--- config.mk ---
export PLATFORM = sky130hd
export DESIGN_NAME = sqcg_fifo
export DESIGN_NICKNAME = d
export VERILOG_FILES = /design/src/design/sqcg_fifo.sv
export SDC_FILE = /design/constraint.sdc
export NUM_CORES = 1
export LEC_CHECK = 0
export BUFFER_PORTS_ARGS = -buffer_cell sky130_fd_sc_hd__buf_4
export CAP_MARGIN = 20
export CORE_ASPECT_RATIO = 0.6
export CORE_MARGIN = 1.5
export CORE_UTILIZATION = 40
export DETAILED_ROUTE_END_ITERATION = 10
export SYNTH_ARGS = -nofsm -noshare
export SYNTH_HDL_FRONTEND = slang
export SYNTH_SLANG_ARGS = --single-unit
--- constraint.sdc ---
create_clock -name clk_i -period 1.8 [get_ports clk_i]
set_input_delay 0.27 -clock clk_i [delete_from_list [all_inputs] [get_ports clk_i]]
set_output_delay 0.27 -clock clk_i [all_outputs]
set_load 0.01 [all_outputs]
--- src/design/sqcg_fifo.sv ---
`timescale 1ns / 1ps
module sqcg_fifo #(
  parameter int unsigned Width = 8,
  parameter int unsigned Depth = 4
) (
  input  logic             clk_i,
  input  logic             rst_ni,
  input  logic             push_i,
  input  logic [Width-1:0] wdata_i,
  input  logic             pop_i,
  output logic [Width-1:0] rdata_o,
  output logic             empty_o
);
  localparam int unsigned PtrW = (Depth > 1) ? $clog2(Depth) : 1;
  localparam int unsigned CntW = $clog2(Depth + 1);

  logic [Width-1:0] mem_q [Depth];
  logic [PtrW-1:0]  wr_q, wr_d, rd_q, rd_d;
  logic [CntW-1:0]  cnt_q, cnt_d;
  logic             do_pop;

  assign do_pop  = pop_i && (cnt_q != '0);
  assign empty_o = (cnt_q == '0);
  assign rdata_o = mem_q[rd_q];

  always_comb begin
    wr_d  = wr_q;
    rd_d  = rd_q;
    cnt_d = cnt_q;
    if (push_i) begin
      wr_d = (wr_q == PtrW'(Depth - 1)) ? '0 : wr_q + 1'b1;
    end
    if (do_pop) begin
      rd_d = (rd_q == PtrW'(Depth - 1)) ? '0 : rd_q + 1'b1;
    end
    if (push_i && !do_pop) begin
      cnt_d = cnt_q + 1'b1;
    end else if (!push_i && do_pop) begin
      cnt_d = cnt_q - 1'b1;
    end
  end

  always_ff @(posedge clk_i or negedge rst_ni) begin
    if (!rst_ni) begin
      wr_q  <= '0;
      rd_q  <= '0;
      cnt_q <= '0;
    end else begin
      wr_q  <= wr_d;
      rd_q  <= rd_d;
      cnt_q <= cnt_d;
    end
  end

  always_ff @(posedge clk_i) begin
    if (push_i) begin
      mem_q[wr_q] <= wdata_i;
    end
  end
endmodule

==> impl_metrics.yaml <==
status:
  status: "complete, but fails checks"
  violations: "setup timing"
yosys:
  synth_warnings: 0
  avgSynthCellArea_um2: 20.3
  synthCells: 78
  syn_nets: 97
  synth.cell_area_um2: 1580
  ys_seq_elements: 39
  seq_area_frac_synth_pct: 71.8
  ys_types: 19
critical_path:
  cp-endpoint: "cnt_q[2]"
  r2r-start: "cnt_q[1]"
  rrSetupSlack_ns: -0.06
  worstReg2RegEnd: "cnt_q[2]"
  worstPathMaxFanout: 2
  required_ns: 1.97
  worstPathArrival_ns: 2.03
  r2r_cells: 7
  critPathLaunch: "cnt_q[1]"
  crit_type: "flop to flop"
  cp-end-kind: "flop"
  startpoint_type: "flop"
route:
  drcViolationCount: 0
  num_vias: 792
  drt-total-wl_um: 2590
  vias_per_cell: 4.92
  drt_pass1_iterations: 4
  drt.antenna.violating_nets: 0
  drt_iter0_drc: 55
  post_drt_wl_per_cell_um: 16.1
placed_design:
  dpl_cell_area_um2: 1830
  dp_hpwl_um: 1750
  numPortBuffers: 20
  routabilityCongestion: 0.675
power:
  p_sw_share_pct: 29.7
  p_leak_nw: 0.742
  powerDensity_nw_per_um2: 1500
  share_comb_of_total_power_pct: 35.8
  p_sw_mw: 0.869
  intPower_mw: 2.05
  pwr-share-seq_pct: 45.2
  p_total_mw: 2.92
  peakVddDrop_uv: 688
  p_clk_share_pct: 19.0
global_route:
  grt_use_met1_pct: 18.5
  grt_max_degree: 13
  grt_use_met2_pct: 18.0
  grt_pass1_vias: 780
  antenna_found_initial: 0
  met3_usage_pct: 5.56
  top_usage_layer: "met1"
  grt.total_usage_pct: 13.3
  grt_pass1_wl_um: 3990
  gr-total-overflow: 0
final_layout:
  fillers: 304
  n_antenna_cell: 0
  fin_nets: 132
  fin_area_um2: 1950
  syn2layout_area_growth_pct: 23.0
  drive_gt1_share_pct: 46.5
sta:
  slew_violations: 0
  period_share_pct: 103
  hold_violations: 0
  max_slew_margin_pct: 69.3
  worst_pin_slew_ns: 0.460
  fin_skew_ns: 0.00627
  max_freq_mhz: 539
  layout_min_cycle_time_ns: 1.86
  rsz0062_at_grt: "true"
  setup_slack_ns: -0.0559
  setup_viol: 1
cts:
  clockBufferDepth: 2
  clk_pin_slew_ns: 0.07
  cts-root-buf: "clkbuf_8"
  clock-sinks: 39
  clk_latency_ns: 0.28
  cts_made_buffers: 5
  htreeDepth: 2
  cts_tree: "built"
worst_hold_path:
  hold_path_class: "input pin to flop"
floorplanning:
  die_h_um: 51.7
  die_x_um: 84.2
  die_area_um2: 4350
  initial_core_util_pct: 42.5
  io_pins: 21
  core_area_um2: 3720
  rows: 17
job:
  maxCapViolations: 0
-- worst max-delay path, cell delays in order (launching register included) --
cell and delay, ns:
dfrtp_1 0.42, o31ai_4 0.26, ha_2 0.23, inv_2 0.04, fa_2 0.36, xor2_1 0.18
nor2_1 0.09, xor2_1 0.16
-- power groups by stage --
stage,clock [mW],sequential (mW),combinational [mW]
2_1_floorplan,0,1.30,0.657
3_3_place_gp,0,1.33,1.01
3_5_place_dp,0,1.34,1.03
4_1_cts,0.577,1.32,1.04
5_1_grt,0.617,1.34,1.15
6_report,0.554,1.32,1.05
-- cells in the final DEF (no fill, tap or decap), types with 2 or more instances in the layout --
cell type  count
and2_1         4
buf_4         28
clkbuf_8       5
clkinv_2       3
dfrtp_1        6
edfxtp_1      32
ha_1           5
inv_1          2
mux4_2         8
nand2_1        2
nor2_1         2
nor3_1         2
o21ai_0        2
xor2_1         2
-- sequential cells by signal, indices dropped and copies added, names as in the netlist --
register  cells
mem_q        32
cnt_q         3
rd_q          2
wr_q          2
-- logic make-up after synthesis --
family                   share of synthesized area (%)
AND/OR/NAND/NOR                                   3.16
adder cells (fa/ha/maj)                           6.01
buffers and inverters                             1.74
flip-flops                                        71.8
multiplexers                                      13.1
XOR/XNOR                                          1.66
AO/OA/AOI/OAI                                     2.53
-- metal layers --
layer | vias up | wire length (µm)
met5 | - | 0
met4 | 0 | 37
met3 | 5 | 142
met2 | 18 | 1190
met1 | 395 | 1220
li1 | 374 | -
-- per-stage QoR --
step | util, % | cells | TNS (ns) | hold slack, ns | worst slack (ns)
6_report | 52.3 | 161 | -0.0559 | 0.180 | -0.0559
3_3_place_gp | 49.0 | 149 | 0 | 0.0896 | 0.0527
2_1_floorplan | - | 78 | -0.00831 | -0.0256 | -0.00831
4_1_cts | 51.8 | 159 | 0 | 0.170 | 0.000689
3_5_place_dp | 49.0 | 149 | 0 | 0.0901 | 0.00229
5_1_grt | 52.3 | 161 | -0.137 | 0.168 | -0.137
-- area by class of cell --
type	count	area (µm²)	share of cell area, %
Sequential cell	39	1140	58.5
Multi-Input combinational cell	34	423	21.7
Timing Repair Buffer	30	231	11.9
Clock buffer	5	68.8	3.54
Tap cell	47	58.8	3.02
Clock inverter	3	15.0	0.772
Inverter	3	11.3	0.579
-- timing repair --
action,in CTS,in global routing
setup buffers,1,2
hold buffers,1,0
endpoints found under the hold margin,7,0
setup endpoints to repair,1,4
resized for setup,0,2
cloned,0,0
pin swaps,2,6
-- synth_stat cells --
cell type,n,area share [%]
dfrtp_1,7,11
nor3_1,2,0.63
ha_1,6,4.7
buf_6,1,0.71
xor2_1,2,1.1
and2_1,4,1.6
nand2_1,2,0.47
a21o_2,1,0.55
mux2_2,1,0.71
fa_1,1,1.3
mux4_2,8,11
o21ai_0,2,0.63
o31ai_4,1,1.3
mux2_4,1,0.95
clkbuf_2,1,0.32
inv_1,3,0.71
edfxtp_1,32,61
xnor2_1,1,0.55
nor2_1,2,0.47
-- how the worst min path moves through the flow --
| stage | startpoint | endpoint | slack, ns | cells after the start |
|---|---|---|---|---|
| after floorplan | rst_ni | cnt_q[0] | -0.03 | 0 |
| after global placement | rst_ni | wr_q[0] | 0.09 | 1 |
| after detailed placement | rst_ni | wr_q[0] | 0.09 | 1 |
| after CTS | wdata_i[0] | mem_q[0][0] | 0.17 | 1 |
| after global routing | wdata_i[0] | mem_q[0][0] | 0.17 | 1 |
| final | wdata_i[0] | mem_q[0][0] | 0.18 | 1 |
Power figures use the tool's default switching activity.
